**src/rtl/bptm_pkg.sv**
```systemverilog
// shared types, codes and sizes for the breakpoint table matcher
package bptm_pkg;

  // table geometry
  localparam int unsigned SLOTS  = 16;
  localparam int unsigned IDX_W  = (SLOTS > 1) ? $clog2(SLOTS) : 1;
  localparam int unsigned CNT_W  = $clog2(SLOTS + 1);

  // field widths
  localparam int unsigned ACT_W    = 2;
  localparam int unsigned FILE_W   = 16;
  localparam int unsigned LINE_W   = 20;
  localparam int unsigned STATUS_W = 3;
  localparam int unsigned SLOT_W   = 5;

  // stream word widths
  localparam int unsigned IN_DATA_W  = 40;
  localparam int unsigned OUT_DATA_W = 8;

  // action codes
  localparam logic [ACT_W-1:0] ACT_CHECK = 2'd0;
  localparam logic [ACT_W-1:0] ACT_ADD   = 2'd1;
  localparam logic [ACT_W-1:0] ACT_CLEAR = 2'd2;

  // result status codes
  localparam logic [STATUS_W-1:0] ST_NONE    = 3'd0;
  localparam logic [STATUS_W-1:0] ST_HIT     = 3'd1;
  localparam logic [STATUS_W-1:0] ST_STEP    = 3'd2;
  localparam logic [STATUS_W-1:0] ST_ADDED   = 3'd3;
  localparam logic [STATUS_W-1:0] ST_FAIL    = 3'd4;
  localparam logic [STATUS_W-1:0] ST_CLEARED = 3'd5;

  // result slot source
  typedef enum logic [1:0] {
    SLOT_NONE,
    SLOT_HIT,
    SLOT_ADD
  } slot_sel_e;

  // controller to datapath
  typedef struct packed {
    logic                load_in;
    logic                load_out;
    logic                wr_entry;
    logic                clr_table;
    logic                upd_prev;
    logic [STATUS_W-1:0] status;
    slot_sel_e           slot_sel;
  } cmd_t;

  // datapath to controller
  typedef struct packed {
    logic [ACT_W-1:0] op;
    logic             loc_changed;
    logic             hit;
    logic             full;
    logic             fid_zero;
  } sts_t;

endpackage

```
**src/rtl/breakpoint_table_match.sv**
```systemverilog
// top level of the breakpoint table matcher
//
//  channel   direction  tdata                          tuser
//  s_axis    in         [15:0] file_id [35:16] line_no [1:0] action
//  m_axis    out        [4:0] slot                     [2:0] status
//  cfg       in         cfg_wdata_i = step_mode        -
//
// each word is first captured, then executed: the execute step runs the 16 slot
// comparators with the priority encoder and loads the output register
// no new word is taken until the previous word has loaded its result, but a new
// word is taken while the previous result still waits on m_axis;
// the execute step stalls only until that result is taken
// reset empties the table (fill count to zero), zeroes the last location
// and clears step mode; no clearing pass is needed
module breakpoint_table_match (
  input  logic                            clk_i,
  input  logic                            rst_ni,
  // step mode register write
  input  logic                            cfg_we_i,
  input  logic                            cfg_wdata_i,
  // input words
  input  logic                            s_axis_tvalid,
  output logic                            s_axis_tready,
  input  logic [bptm_pkg::IN_DATA_W-1:0]  s_axis_tdata,   // file_id, line_no, zero pad
  input  logic [bptm_pkg::ACT_W-1:0]      s_axis_tuser,   // action
  // result words
  output logic                            m_axis_tvalid,
  input  logic                            m_axis_tready,
  output logic [bptm_pkg::OUT_DATA_W-1:0] m_axis_tdata,   // slot, zero pad
  output logic [bptm_pkg::STATUS_W-1:0]   m_axis_tuser    // status
);

  bptm_pkg::cmd_t cmd;
  bptm_pkg::sts_t sts;

  logic [bptm_pkg::SLOT_W-1:0] slot;

  // sequencing and handshakes
  bptm_ctrl u_ctrl (
    .clk_i       (clk_i),
    .rst_ni      (rst_ni),
    .cfg_we_i    (cfg_we_i),
    .cfg_wdata_i (cfg_wdata_i),
    .s_valid_i   (s_axis_tvalid),
    .s_ready_o   (s_axis_tready),
    .m_valid_o   (m_axis_tvalid),
    .m_ready_i   (m_axis_tready),
    .sts_i       (sts),
    .cmd_o       (cmd)
  );

  // table, comparators and result register
  bptm_dp u_dp (
    .clk_i     (clk_i),
    .rst_ni    (rst_ni),
    .action_i  (s_axis_tuser),
    .file_id_i (s_axis_tdata[bptm_pkg::FILE_W-1:0]),
    .line_no_i (s_axis_tdata[bptm_pkg::FILE_W +: bptm_pkg::LINE_W]),
    .cmd_i     (cmd),
    .sts_o     (sts),
    .status_o  (m_axis_tuser),
    .slot_o    (slot)
  );

  // pad slot up to a whole byte
  assign m_axis_tdata = {{(bptm_pkg::OUT_DATA_W - bptm_pkg::SLOT_W){1'b0}}, slot};

endmodule

```
**src/rtl/bptm_ctrl.sv**
```systemverilog
// controller: sequencing, handshakes, step mode register and result selection
module bptm_ctrl (
  input  logic          clk_i,
  input  logic          rst_ni,
  input  logic          cfg_we_i,
  input  logic          cfg_wdata_i,
  input  logic          s_valid_i,
  output logic          s_ready_o,
  output logic          m_valid_o,
  input  logic          m_ready_i,
  input  bptm_pkg::sts_t sts_i,
  output bptm_pkg::cmd_t cmd_o
);

  localparam logic S_IDLE = 1'b0;
  localparam logic S_EXEC = 1'b1;

  logic state_q, state_d;
  logic out_valid_q, out_valid_d;
  logic step_mode_q;
  logic exec_go;

  assign s_ready_o = (state_q == S_IDLE);
  assign m_valid_o = out_valid_q;

  // result can be written once the output register is free or draining
  assign exec_go = (state_q == S_EXEC) && (!out_valid_q || m_ready_i);

  always_comb begin
    state_d = state_q;
    case (state_q)
      S_IDLE: begin
        if (s_valid_i) state_d = S_EXEC;
      end
      S_EXEC: begin
        if (exec_go) state_d = S_IDLE;
      end
      default: state_d = S_IDLE;
    endcase
  end

  always_comb begin
    out_valid_d = out_valid_q;
    if (exec_go) begin
      out_valid_d = 1'b1;
    end else if (out_valid_q && m_ready_i) begin
      out_valid_d = 1'b0;
    end
  end

  always_comb begin
    cmd_o           = '0;
    cmd_o.load_in   = s_ready_o && s_valid_i;
    cmd_o.load_out  = exec_go;
    cmd_o.status    = bptm_pkg::ST_NONE;
    cmd_o.slot_sel  = bptm_pkg::SLOT_NONE;
    case (sts_i.op)
      bptm_pkg::ACT_CHECK: begin
        cmd_o.upd_prev = exec_go;
        if (sts_i.loc_changed) begin
          if (step_mode_q) begin
            cmd_o.status = bptm_pkg::ST_STEP;
          end else if (sts_i.hit) begin
            cmd_o.status   = bptm_pkg::ST_HIT;
            cmd_o.slot_sel = bptm_pkg::SLOT_HIT;
          end
        end
      end
      bptm_pkg::ACT_ADD: begin
        if (sts_i.fid_zero || sts_i.full) begin
          cmd_o.status = bptm_pkg::ST_FAIL;
        end else begin
          cmd_o.status   = bptm_pkg::ST_ADDED;
          cmd_o.slot_sel = bptm_pkg::SLOT_ADD;
          cmd_o.wr_entry = exec_go;
        end
      end
      bptm_pkg::ACT_CLEAR: begin
        cmd_o.status    = bptm_pkg::ST_CLEARED;
        cmd_o.clr_table = exec_go;
      end
      default: begin
        cmd_o.status = bptm_pkg::ST_NONE;
      end
    endcase
  end

  always_ff @(posedge clk_i or negedge rst_ni) begin
    if (!rst_ni) begin
      state_q     <= S_IDLE;
      out_valid_q <= 1'b0;
      step_mode_q <= 1'b0;
    end else begin
      state_q     <= state_d;
      out_valid_q <= out_valid_d;
      if (cfg_we_i) step_mode_q <= cfg_wdata_i;
    end
  end

endmodule

```
**src/rtl/bptm_dp.sv**
```systemverilog
// datapath: input capture, breakpoint table, comparators and output register
module bptm_dp (
  input  logic                          clk_i,
  input  logic                          rst_ni,
  input  logic [bptm_pkg::ACT_W-1:0]    action_i,
  input  logic [bptm_pkg::FILE_W-1:0]   file_id_i,
  input  logic [bptm_pkg::LINE_W-1:0]   line_no_i,
  input  bptm_pkg::cmd_t                cmd_i,
  output bptm_pkg::sts_t                sts_o,
  output logic [bptm_pkg::STATUS_W-1:0] status_o,
  output logic [bptm_pkg::SLOT_W-1:0]   slot_o
);

  logic [bptm_pkg::ACT_W-1:0]  act_q;
  logic [bptm_pkg::FILE_W-1:0] fid_q;
  logic [bptm_pkg::LINE_W-1:0] line_q;

  logic [bptm_pkg::FILE_W-1:0] entry_file_q [bptm_pkg::SLOTS];
  logic [bptm_pkg::LINE_W-1:0] entry_line_q [bptm_pkg::SLOTS];
  logic [bptm_pkg::CNT_W-1:0]  cnt_q;

  logic [bptm_pkg::FILE_W-1:0] prev_file_q;
  logic [bptm_pkg::LINE_W-1:0] prev_line_q;

  logic [bptm_pkg::SLOTS-1:0]  match;
  logic [bptm_pkg::SLOT_W-1:0] hit_slot;
  logic [bptm_pkg::SLOT_W-1:0] add_slot;
  logic [bptm_pkg::SLOT_W-1:0] slot_d;

  // occupied slots form a prefix, so the fill count marks validity
  always_comb begin
    for (int i = 0; i < bptm_pkg::SLOTS; i++) begin
      match[i] = (bptm_pkg::CNT_W'(i) < cnt_q) && (entry_file_q[i] == fid_q)
                 && (entry_line_q[i] == line_q);
    end
  end

  // lowest matching slot wins
  always_comb begin
    hit_slot = '0;
    for (int i = bptm_pkg::SLOTS - 1; i >= 0; i--) begin
      if (match[i]) hit_slot = bptm_pkg::SLOT_W'(i + 1);
    end
  end

  assign add_slot = bptm_pkg::SLOT_W'(cnt_q + bptm_pkg::CNT_W'(1));

  always_comb begin
    case (cmd_i.slot_sel)
      bptm_pkg::SLOT_HIT: slot_d = hit_slot;
      bptm_pkg::SLOT_ADD: slot_d = add_slot;
      default:            slot_d = '0;
    endcase
  end

  assign sts_o.op          = act_q;
  assign sts_o.loc_changed = (fid_q != prev_file_q) || (line_q != prev_line_q);
  assign sts_o.hit         = |match;
  assign sts_o.full        = (cnt_q == bptm_pkg::CNT_W'(bptm_pkg::SLOTS));
  assign sts_o.fid_zero    = (fid_q == '0);

  // payload registers
  always_ff @(posedge clk_i) begin
    if (cmd_i.load_in) begin
      act_q  <= action_i;
      fid_q  <= file_id_i;
      line_q <= line_no_i;
    end
    if (cmd_i.wr_entry) begin
      entry_file_q[cnt_q[bptm_pkg::IDX_W-1:0]] <= fid_q;
      entry_line_q[cnt_q[bptm_pkg::IDX_W-1:0]] <= line_q;
    end
    if (cmd_i.load_out) begin
      status_o <= cmd_i.status;
      slot_o   <= slot_d;
    end
  end

  always_ff @(posedge clk_i or negedge rst_ni) begin
    if (!rst_ni) begin
      cnt_q       <= '0;
      prev_file_q <= '0;
      prev_line_q <= '0;
    end else begin
      if (cmd_i.clr_table) begin
        cnt_q <= '0;
      end else if (cmd_i.wr_entry) begin
        cnt_q <= cnt_q + bptm_pkg::CNT_W'(1);
      end
      if (cmd_i.upd_prev) begin
        prev_file_q <= fid_q;
        prev_line_q <= line_q;
      end
    end
  end

endmodule

```
**config.mk**
```make
export PLATFORM = sky130hd
export DESIGN_NAME = breakpoint_table_match
export DESIGN_NICKNAME = d
export VERILOG_FILES = /design/src/rtl/bptm_pkg.sv /design/src/rtl/breakpoint_table_match.sv /design/src/rtl/bptm_ctrl.sv /design/src/rtl/bptm_dp.sv
export SDC_FILE = /design/constraint.sdc
export NUM_CORES = 1
export LEC_CHECK = 0
export BUFFER_PORTS_ARGS = -buffer_cell sky130_fd_sc_hd__buf_2
export CORE_MARGIN = 1.5
export CORE_UTILIZATION = 35
export CTS_CLUSTER_SIZE = 20
export DETAILED_ROUTE_END_ITERATION = 10
export PLACE_DENSITY_LB_ADDON = 0.2
export SLEW_MARGIN = 20
export SYNTH_ARGS = -nofsm -noshare
export SYNTH_HDL_FRONTEND = slang
export SYNTH_SLANG_ARGS = --single-unit
```
**constraint.sdc**
```tcl
create_clock -name clk_i -period 8 [get_ports clk_i]
set_input_delay 0.8 -clock clk_i [delete_from_list [all_inputs] [get_ports clk_i]]
set_output_delay 0.8 -clock clk_i [all_outputs]
set_load 0.01 [all_outputs]
```
Word level (Yosys, flattened, before mapping)
Memory sizes are Yosys's and may differ from the RTL's. Index checks and enable logic that the tools add are counted.

Add/subtract/negate cells: 1. $lt $le $gt $ge: 16. Equal/unequal tests: 39. Mux-type cells: 38. Bitwise gates (word level): 1. Reduce and logical (&&, ||, !) cells: 44.

Operator list (number): == test 20 bit (16); == test 16 bit (16); 2-to-1 mux 5 bit (19); < comparator 4 x 5 -> 1 bit, first input constant (8); logical AND 1 bit (35); < comparator 3 x 5 -> 1 bit, first input constant (4); != test 20 bit (1); zero test 16 bit (1); != test 16 bit (1); OR reduction 16 bit (1); < comparator 1 x 5 -> 1 bit, first input constant (2); < comparator 2 x 5 -> 1 bit, first input constant (2); 2-to-1 mux 1 bit (10); case mux 5 bit (2 select lines) (1); 2-to-1 mux 3 bit (3); case mux 3 bit (3 select lines) (1); adder 5 x 1 -> 5 bit, second input constant (1); == test 5 bit, second input constant (1); == test 2 x 1 -> 1 bit, second input constant (2); == test 2 bit, second input constant (2); 2-to-1 mux 2 bit (2); case mux 2 bit (2 select lines) (1); nonzero test 2 bit (2); logical OR 1 bit (3); 4 further kinds (4).

Register bits after elaboration: 90. Bits in writable memories: 576. Bits of input ports: 48. Output and inout port bits: 13. Memories kept: 2.

Memory list: u_dp.entry_line_q (depth 16, width 20, read ports 16, clocked after memory_dff 0, wr ports 1, RTL line bptm_dp.sv:19) `logic [bptm_pkg::LINE_W-1:0] entry_line_q [bptm_pkg::SLOTS];`; u_dp.entry_file_q (depth 16, width 16, read ports 16, clocked after memory_dff 0, wr ports 1, RTL line bptm_dp.sv:18) `logic [bptm_pkg::FILE_W-1:0] entry_file_q [bptm_pkg::SLOTS];`.

Longest topological paths before layout
Gate-level depths: netlist (run 1). An unclocked memory read counts as a cell.

Depth after elaboration: 21. Depth in mapped cells: 17. Gate-level depth less buffers: 14.

Cells and area by module
Synthesis (run 1) repeated with hierarchy kept, for this count alone.

Cells, all modules: 1921. Area, all modules: 29226.8 um^2.

By module, submodules not included: bptm_dp (instances 1, cells an instance 1892, area an instance 28965.3 um^2, sequential area each 19703.9 um^2); bptm_ctrl (instances 1, cells an instance 25, area an instance 235.2 um^2, sequential area each 75.1 um^2); breakpoint_table_match (instances 1, cells an instance 4, area an instance 26.3 um^2, sequential area each 0.0 um^2).

Least setup slack after synthesis (run 1)
OpenSTA, ideal clock, no wires.

Path type: register to register. Start: register u_dp.fid_q[6] (netlist name). End: memory u_dp.entry_file_q[0][0] (netlist name), enable pin. Library setup time: 0.474 ns. Arrival: 4.229 ns. Path slack: 3.297 ns. Stages on the path, launching flop included: 8. Path buffers: 2. Cells stage by stage: edfxtp_1 -> buf_2 -> buf_2 -> nor4_1 -> nand4_1 -> o31a_1 -> nand3_1 -> nor3_1.

Word-level cells in the longest chain between the ends: 6.

RTL lines: from (decl) (RTL line bptm_dp.sv:15) `logic [bptm_pkg::FILE_W-1:0] fid_q;`; from (signal assigned) (RTL line bptm_dp.sv:66) `fid_q <= file_id_i;`; zero test 16 bit (RTL line bptm_dp.sv:60) `assign sts_o.fid_zero = (fid_q == '0);`; logical OR 1 bit (RTL line bptm_ctrl.sv:70) `if (sts_i.fid_zero || sts_i.full) begin`; 2-to-1 mux 1 bit (RTL line bptm_ctrl.sv:70); 2-to-1 mux 1 bit (RTL line bptm_ctrl.sv:57) `case (sts_i.op)`; 2-to-1 mux 1 bit (RTL line bptm_dp.sv:69) `if (cmd_i.wr_entry) begin`; 2-to-1 mux 1 bit (not written as such) (RTL line bptm_dp.sv:70) `entry_file_q[cnt_q[bptm_pkg::IDX_W-1:0]] <= fid_q;`; to (decl) (RTL line bptm_dp.sv:18).

No other way between the ends.

Final worst setup path (run 1)
Start: register u_dp.fid_q[9] (netlist name). End: register u_dp.slot_o[4] (netlist name) (data pin).

Word-level cells in the longest chain between the ends: 20. Elaborated cells between the ends (all ways): 77. Those cells by class: eq/ne: 19; mux: 22; reduce/logical: 36.

RTL lines: == test 16 bit (RTL line bptm_dp.sv:33) `match[i] = (bptm_pkg::CNT_W'(i) < cnt_q) && (entry_file_q[i] == fid_q)`; logical AND 1 bit (RTL line bptm_dp.sv:33); logical AND 1 bit (RTL line bptm_dp.sv:34) `&& (entry_line_q[i] == line_q);`; 2-to-1 mux 5 bit (16 in series) (RTL line bptm_dp.sv:42) `if (match[i]) hit_slot = bptm_pkg::SLOT_W'(i + 1);`; case mux 5 bit (2 select lines) * (RTL line bptm_dp.sv:49) `case (cmd_i.slot_sel)`; via u_dp.slot_d (one bit) (RTL line bptm_dp.sv:28) `logic [bptm_pkg::SLOT_W-1:0] slot_d;`; to (signal assigned) (RTL line bptm_dp.sv:75) `slot_o <= slot_d;`; to (decl) (RTL line bptm_dp.sv:11) `output logic [bptm_pkg::SLOT_W-1:0] slot_o`.

The timed path passes the listed nets; every way through them passes the cells marked *. A chain may end at the register's enable or synchronous reset.

==> metrics.yaml, run 1 <==
status: "finished clean"
cp-startpoint: "u_dp.fid_q[9]$_DFFE_PP_"
die_w_um: 293
synth_seq_area_share_pct: 67.3
worst_r2r_startpoint: "u_dp.fid_q[9]$_DFFE_PP_"
routed_via_density: 5.19
r2r.worst_path.cells: 14
power_per_cell_area_nw_per_um2: 274
final_period_minus_worst_setup_slack_ns: 4.67
final_hold_viol_count: 0
max-clock-path-buffers: 3
drt_iter0_markers: 1359
worst_skew_pair.late_latency_ns: 0.60
vias_in_the_first_global_route: 16900
ys_async_sr_fraction_pct: 6.61
grt_setup_unrepaired: "false"
setup_viol: 0
grt_antenna_before_repair: 4
critical_path.endpoint_type: "flop"
route.final.wire_length_mm: 81.5
layout.cells.non_filler: 3225
post_synth.cell_area_avg_um2: 14.9
slowest_stage: "edfxtp_1"
total_leakage_power_nw: 10.7
critical_path.cell_chain: "buf_4 > xor2_1 > nor4_1 > nand4_1 > nor3_1 > nor4_1 > nand3_1 > o41ai_2 > inv_1 > ha_1 > inv_1 > nor3_2 > nand3_1 > a21oi_1"
global_route.usage.total_pct: 18.9
clock_sink_count: 666
critPathKind: "flop to flop"
postCtsSetupBuffers: 0
cts-buffers-inserted: 73
worstPathArrival_ns: 5.06
critical_path.max_fanout: 16
synth_top_area_share_pct: 63.5
synth_enable_flop_cells: 622
critical_path.reg2reg.endpoint: "u_dp.slot_o[4]$_DFFE_PP_"
wire_per_inst_um: 25.3
grt-ovfl-total: 0
io_buffers: 53
synth_cells: 1972
layout_worst_path_cycle_share_pct: 58.3
timing_worst_slew_pin_value_ns: 1.07
fin_tns_setup_ns: 0
yosys.area_share.adder_pct: 0.255
dominantRegCellSynth: "edfxtp_1"
finClkSkew_ns: 0.0170
setup.worst_path.end: "u_dp.slot_o[4]$_DFFE_PP_"
tritoncts: "yes"
die_height_um: 293
layout.cells.most_common: "edfxtp_1"
placed_cells: 3095
vdd_drop_max_mv: 0.188
grt_max_degree: 45
synth_compound_area_share_pct: 1.24
start_util_pct: 35.2
post_synth_instance_area_um2: 29400
ff_latch_area_um2: 19800
cp.required_ns: 8.39
gp_routability_congestion: 0.838
final_antenna_net_count: 0
drt_pre_antenna_iters: 5
synth_xor_xnor_area_share_pct: 18.2
io_pins: 61
synth_top_family_by_area: "XOR/XNOR gates"
num_vias: 16700
detail_route.drc_violations: 0
synth-simple-area-share_pct: 10.0
clock-root-buffer: "clkbuf_16"
most-common-layout-cells: "622 x edfxtp_1, 322 x xnor2_1, 288 x xor2_1"
cts.reportedPaths.clkPinSlew_ns: 0.06
synth_cell_type_count: 59
global_route_wire_length_before_repair_mm: 117
design.core.area_um2: 83400
cp_slowest_stage_delay_ns: 1.05
areaGrowthSynthToFinish_pct: 13.6
multi_input_area_um2: 9130
yosys-mux-area-fraction_pct: 1.26
ys_seq_elements: 666
design.final.nets: 2144
max_freq_mhz: 214
ctsHtreeMaxLevel: 3
r2r_setup_slack_ns: 3.33
most_area_consuming_cells_after_synthesis: "edfxtp_1 64%, xnor2_1 9.6%, xor2_1 8.6%, dfrtp_1 3.7%, nand4_1 2.8%"
core.rowCount: 106
cts_resized: 0
dpl.hpwl_mm: 49.0
yosysWarningCount: 0
post_cts_hold_buffer_count: 0
timing.max_cap.violations: 0
drive_gt1_share_pct: 12.3
drv_slew: 0
die_area_um2: 85700
max_slew_margin_pct: 28.3
critical_path.startpoint_type: "flop"
layout.filler_cells: 7621
synth_top_area_cell: "edfxtp_1"
min-delay-path-class: "input pin to async pin"
-- per-layer routing --
metal  part of all wire (%)  track usage [%]  up-vias
met3                    3.8             2.34      107
met4                    2.5             5.75        2
met2                     48             31.2      380
met5                  0.016                0        -
met1                     46             26.1     8695
li1                       -                -     7560
-- registers in the layout, summed over array words and instances (netlist names) --
name / cells
u_dp.prev_line_q: 20
u_dp.cnt_q: 5
u_dp.slot_o: 5
u_ctrl.step_mode_q: 1
u_dp.status_o: 3
u_dp.entry_file_q: 256
u_dp.prev_file_q: 16
u_dp.fid_q: 16
u_dp.entry_line_q: 320
u_dp.line_q: 20
u_dp.act_q: 2
u_ctrl.m_valid_o: 1
u_ctrl.state_q: 1
-- cells in the mapped netlist, types with 3 or more instances --
cell       number
edfxtp_1      622
xnor2_1       322
xor2_1        288
nand4_1       133
nor4_1        131
buf_2          72
nand2_1        45
dfrtp_1        44
nor2_1         36
mux2_2         32
nand3_1        25
nor3_1         21
inv_1          19
or4_1          18
nor2b_1        17
nand2b_1       16
o21ai_0        12
a21oi_1        11
and2_1         11
and3_1          8
clkbuf_1        8
and4_1          7
ha_1            6
or3_1           5
a2111oi_0       4
nor3b_1         4
nor4b_1         4
o2111ai_1       4
buf_1           3
buf_4           3
o211ai_1        3
o21ai_1         3
-- area by class of cell --
type	instances	area share [%]
Multi-Input combinational cell	1201	27.3
Tap cell	1080	4.05
Inverter	19	0.214
Clock inverter	22	0.562
Antenna cell	1	0.00749
Sequential cell	666	59.2
Clock buffer	107	6.07
Timing Repair Buffer	129	2.54
-- critical path, delay by kind of cell (launching register included) --
kind | cells | cell delay (ns)
AOI/OAI and AO/OA | 2 | 0.44
DFF | 1 | 1.05
buffers and inverters | 3 | 0.63
and+or+nand+nor | 7 | 2.02
adders and majority gates | 1 | 0.17
xor gates and xnor gates | 1 | 0.11
-- worst min-delay path by stage --
stage / endpoint / cells past startpoint
after global routing: u_dp.cnt_q[4]$_DFFE_PN0P_ / 2
after floorplan: u_dp.prev_line_q[13]$_DFFE_PN0P_ / 2
after CTS: u_dp.cnt_q[3]$_DFFE_PN0P_ / 2
after global placement: u_dp.prev_line_q[3]$_DFFE_PN0P_ / 2
final: u_dp.cnt_q[4]$_DFFE_PN0P_ / 2
after detailed placement: u_dp.prev_file_q[8]$_DFFE_PN0P_ / 2
-- through the flow --
step	utilization [%]	hold WS (ns)	cell area, µm²	setup WS, ns	power [W]
after floorplan	-	0.469	29400	3.30	0.00538
after global placement	37.4	0.492	31200	3.40	0.00602
after detailed placement	37.4	0.495	31200	3.32	0.00605
after CTS	40.0	0.302	33400	3.28	0.00926
after global routing	40.0	0.334	33400	3.11	0.00951
final	40.0	0.292	33400	3.33	0.00915
-- kinds of logic after synthesis --
kind of cell	after synthesis
flip-flops	666
XOR/XNOR	610
AND/OR/NAND/NOR	496
buffers and inverters	107
AO/OA/AOI/OAI	53
multiplexers	33
adder cells (fa/ha/maj)	6
other	1
-- report_power, final --
| group | internal [W] | switching, W | leakage (nW) | total, W |
|---|---|---|---|---|
| clock | 0.00185 | 0.00134 | 1.07 | 0.00319 |
| sequential | 0.00413 | 0.000185 | 6.15 | 0.00432 |
| combinational | 0.000558 | 0.00108 | 3.44 | 0.00164 |
| total | 0.00654 | 0.00261 | 10.7 | 0.00915 |
(Power assumes the default switching activity.)
==> run 2, diff against run 1 <==
- clock period: 8 -> 4.8 ns (I/O delays scaled with it)
==> metrics.yaml, run 2 (same netlist as run 1, synthesis figures left out) <==
fin_tns_setup_ns: 0
drive_gt1_share_pct: 14.4
max_freq_mhz: 237
gp_routability_congestion: 0.850
ctsHtreeMaxLevel: 3
tritoncts: "yes"
areaGrowthSynthToFinish_pct: 16.3
routed_via_density: 5.17
r2r.worst_path.cells: 12
design.final.nets: 2186
drt_pre_antenna_iters: 5
slowest_stage: "edfxtp_1"
worst_path_bufs_invs: 3
antenna-diode-count: 0
postCtsSetupBuffers: 0
critical_path.startpoint_type: "flop"
max_slew_margin_pct: 27.0
crit_path_frequent_cell: "buf_4"
timing_worst_slew_pin_value_ns: 1.10
holdPathStages: 1
cts-buffers-inserted: 72
critical_path.max_fanout: 14
num_vias: 16900
grt_max_degree: 45
layout.cells.most_common: "edfxtp_1"
die_area_um2: 85700
wire_per_inst_um: 25.3
io_buffers: 53
dpl.hpwl_mm: 52.1
clock_sink_count: 666
most-common-layout-cells: "622 x edfxtp_1, 322 x xnor2_1, 288 x xor2_1"
cts_resized: 0
worst_skew_pair.late_latency_ns: 0.61
io_pins: 61
detail_route.drc_violations: 0
grt_setup_unrepaired: "false"
timing.max_cap.violations: 0
vias_in_the_first_global_route: 17100
route.final.wire_length_mm: 82.8
status: "finished clean"
start_util_pct: 35.2
p_total_w: 0.0157
placed_cell_areas_um2: 31800
worst-path-stages: 12
worstPathArrival_ns: 4.69
final_period_minus_worst_setup_slack_ns: 4.21
max-clock-path-buffers: 3
die_height_um: 293
layout.filler_cells: 7554
cts.reportedPaths.clkPinSlew_ns: 0.06
core.rowCount: 106
drt_iter0_markers: 1226
layout_worst_path_cycle_share_pct: 87.8
global_route.usage.total_pct: 19.4
setup_viol: 0
fin_worst_hold_slack_ns: 0.0479
finClkSkew_ns: 0.0208
grt-ovfl-total: 0
max_ffs_per_register: 320
power_per_cell_area_nw_per_um2: 459
final_antenna_net_count: 0
grt_antenna_before_repair: 4
final_hold_viol_count: 0
total_leakage_power_nw: 11.1
clock-root-buffer: "clkbuf_16"
critical_path.endpoint_type: "flop"
design.core.area_um2: 83400
cp_slowest_stage_delay_ns: 1.07
postLayoutCellArea_um2: 34200
critical-path-top-delay-family: "flip-flops"
post-route-util_pct: 41.0
cp.required_ns: 5.28
global_route_wire_length_before_repair_mm: 120
drv_slew: 0
critical_path.cell_chain: "buf_4 > xor2_1 > nor4_1 > nand4_1 > or4_1 > or4bb_4 > o41ai_2 > buf_4 > ha_1 > a21oi_1 > a221oi_1 > buf_4"
critPathKind: "flop to flop"
die_w_um: 293
vdd_drop_max_mv: 0.345
min-delay-path-class: "input pin to flop"
-- run 2: area by class of cell --
class / count / area, µm² / share of cell area, %
clock buffers: 96 / 2010 / 5.87
clock inverters: 36 / 349 / 1.02
inverters: 19 / 71.3 / 0.209
multi-input cells: 1201 / 9130 / 26.7
flip-flops and latches: 666 / 19800 / 57.8
well taps: 1080 / 1350 / 3.95
repair buffers: 172 / 1510 / 4.43
-- run 2: where the power goes --
group	total, W	switching, W	internal (W)	leakage [nW]
sequential	0.00723	0.000342	0.00689	6.15
combinational	0.00288	0.00181	0.00108	3.78
clock	0.00560	0.00228	0.00332	1.16
-- run 2: per-stage QoR --
step | setup slack [ns] | std cells
6_report | 0.585 | 3270
5_1_grt | 0.395 | 3270
4_1_cts | 0.547 | 3269
3_5_place_dp | 0.574 | 3137
3_3_place_gp | 0.595 | 3137
2_1_floorplan | 0.0969 | 1974
-- run 2: routing by layer --
layer,global-route usage [%],vias to the layer above,routed length [µm]
met1,26.7,8725,37800
met2,32.3,422,40000
met3,2.29,97,3210
li1,-,7664,-
met4,5.14,0,1690
met5,0,-,0
-- run 2: repair_timing --
action                                 in CTS  in global routing
setup endpoints to repair                   0                  0
endpoints found under the hold margin       0                 44
hold buffers                                0                  1
-- run 2: worst paths after layout --
path / startpoint / end / slack (ns)
setup / recovery: u_dp.line_q[18]$_DFFE_PP_ / u_dp.slot_o[1]$_DFFE_PP_ / 0.59
hold / removal: s_axis_tdata[17] / u_dp.line_q[1]$_DFFE_PP_ / 0.05
setup reg to reg: u_dp.line_q[18]$_DFFE_PP_ / u_dp.slot_o[1]$_DFFE_PP_ / 0.59
hold reg to reg: u_dp.prev_line_q[3]$_DFFE_PN0P_ / u_dp.prev_line_q[3]$_DFFE_PN0P_ / 0.51
max in group asynchronous: rst_ni / u_dp.prev_file_q[3]$_DFFE_PN0P_ / 3.81
min in group asynchronous: rst_ni / u_dp.cnt_q[4]$_DFFE_PN0P_ / 0.53
==> run 3, diff against run 2 <==
- CORE_ASPECT_RATIO: unset -> 0.75
- clock period: 4.8 -> 4.05 ns (I/O delays scaled with it)
==> metrics.yaml, run 3 (same netlist as run 1, synthesis figures left out) <==
status: "finished clean"
critical_path.startpoint_type: "flop"
design.final.nets: 2298
clock_sink_count: 666
start_util_pct: 35.6
die_height_um: 254
tritoncts: "yes"
grt-ovfl-total: 0
slowest_stage: "nor4_2"
grt_antenna_before_repair: 2
route.final.wire_length_mm: 85.6
total_leakage_power_nw: 11.7
layout.cells.non_filler: 3416
critPathKind: "flop to flop"
layout.cells.most_common: "edfxtp_1"
ctsHtreeMaxLevel: 3
vdd_drop_max_mv: 0.335
crit_path_frequent_cell: "nand3_1"
areaGrowthSynthToFinish_pct: 20.8
worst_skew_pair.late_latency_ns: 0.63
post-route-worst-setup-slack_ns: 0.111
critical_path.cell_chain: "buf_4 > xnor2_1 > nand4_1 > nor4_2 > nand3_1 > nand3_1 > o41ai_2 > inv_1 > ha_1 > inv_1 > nor3_2 > nand3_1 > a21oi_1 > buf_4"
fin_worst_hold_slack_ns: 0.0338
r2r_setup_slack_ns: 0.11
max_ffs_per_register: 320
wire_per_inst_um: 25.1
max_freq_mhz: 254
routed_via_density: 5.21
grt_max_degree: 45
detail_route.drc_violations: 0
final_hold_viol_count: 0
die_area_um2: 85800
setup_viol: 0
p_total_w: 0.0189
layout_worst_path_cycle_share_pct: 97.2
vias_in_the_first_global_route: 17500
placed_cells: 3244
power_per_cell_area_nw_per_um2: 532
global_route.usage.total_pct: 20.3
finClkSkew_ns: 0.0195
global_route_wire_length_before_repair_mm: 124
io_buffers: 53
drt_pre_antenna_iters: 6
critical_path.endpoint_type: "flop"
timing_worst_slew_pin_value_ns: 1.09
drv_slew: 0
final_antenna_net_count: 0
timing.max_cap.violations: 0
core.rowCount: 91
final_period_minus_worst_setup_slack_ns: 3.94
cts.reportedPaths.clkPinSlew_ns: 0.06
drt_iter0_markers: 1995
min-delay-path-class: "input pin to flop"
worstPathArrival_ns: 4.43
antenna-diode-count: 0
most-common-layout-cells: "622 x edfxtp_1, 322 x xnor2_1, 288 x xor2_1"
max-clock-path-buffers: 3
grt_setup_unrepaired: "false"
num_vias: 17800
gp_routability_congestion: 0.918
post-route-util_pct: 43.0
drive_gt1_share_pct: 16.9
critical_path.max_fanout: 12
max_slew_margin_pct: 27.2
dpl.hpwl_mm: 56.6
io_pins: 61
design.core.area_um2: 82700
cp.required_ns: 4.54
clock-root-buffer: "clkbuf_16"
die_w_um: 338
dpl_worst_slack_ns: 0.0808
cts-buffers-inserted: 71
cp_slowest_stage_delay_ns: 0.80
## run 3: through the flow
stage	setup TNS, ns	instance area, µm²
finish	0	35500
global route	0	35500
CTS	0	35500
detailed placement	0	32800
global placement	-0.595	32700
floorplan	-47.03	29400
## run 3: final timing paths
kind,from,end,cells after the start
hold reg to reg,u_dp.prev_line_q[3]$_DFFE_PN0P_,u_dp.prev_line_q[3]$_DFFE_PN0P_,2
setup / recovery,u_dp.line_q[11]$_DFFE_PP_,u_dp.slot_o[4]$_DFFE_PP_,14
min in group asynchronous,rst_ni,u_dp.prev_line_q[10]$_DFFE_PN0P_,2
max in group asynchronous,rst_ni,u_dp.prev_line_q[19]$_DFFE_PN0P_,2
setup reg to reg,u_dp.line_q[11]$_DFFE_PP_,u_dp.slot_o[4]$_DFFE_PP_,14
hold / removal,s_axis_tvalid,u_ctrl.state_q$_DFF_PN0_,3
## run 3: final cells by class
class                      count  area (µm²)
clock buffer                  98        2000
inverter                      19        71.3
tap                         1116        1400
sequential                   666       19800
timing repair buffer         285        2800
clock inverter                31         308
fill                        7517       47200
multi-input combinational   1201        9150
## run 3: layer usage
metal / track usage [%] / up-vias / share of wire, %
met5: 0 / - / 0
met4: 4.84 / 0 / 2.0
met3: 4.52 / 111 / 7.3
met2: 28.6 / 632 / 42
met1: 31.2 / 9153 / 49
li1: - / 7894 / -
## run 3: power by group
part / internal [W] / switching (W)
registers: 0.00816 / 0.000280
clock network: 0.00385 / 0.00273
logic: 0.00150 / 0.00237
## run 3: critical path, delay by kind of cell, from the launching register on
kind            cells  cell delay, ns
compound gates      2            0.34
xor+xnor            1            0.16
fa+ha+maj           1            0.16
simple gates        6            1.84
buf+inv             4            0.68
flops               1            0.61
## run 3: repair_timing
item | in CTS | in global routing
setup buffers | 0 | 3
gates resized for setup | 0 | 2
hold buffers | 40 | 0
endpoints found under the setup margin | 0 | 5
hold endpoints to repair | 57 | 0
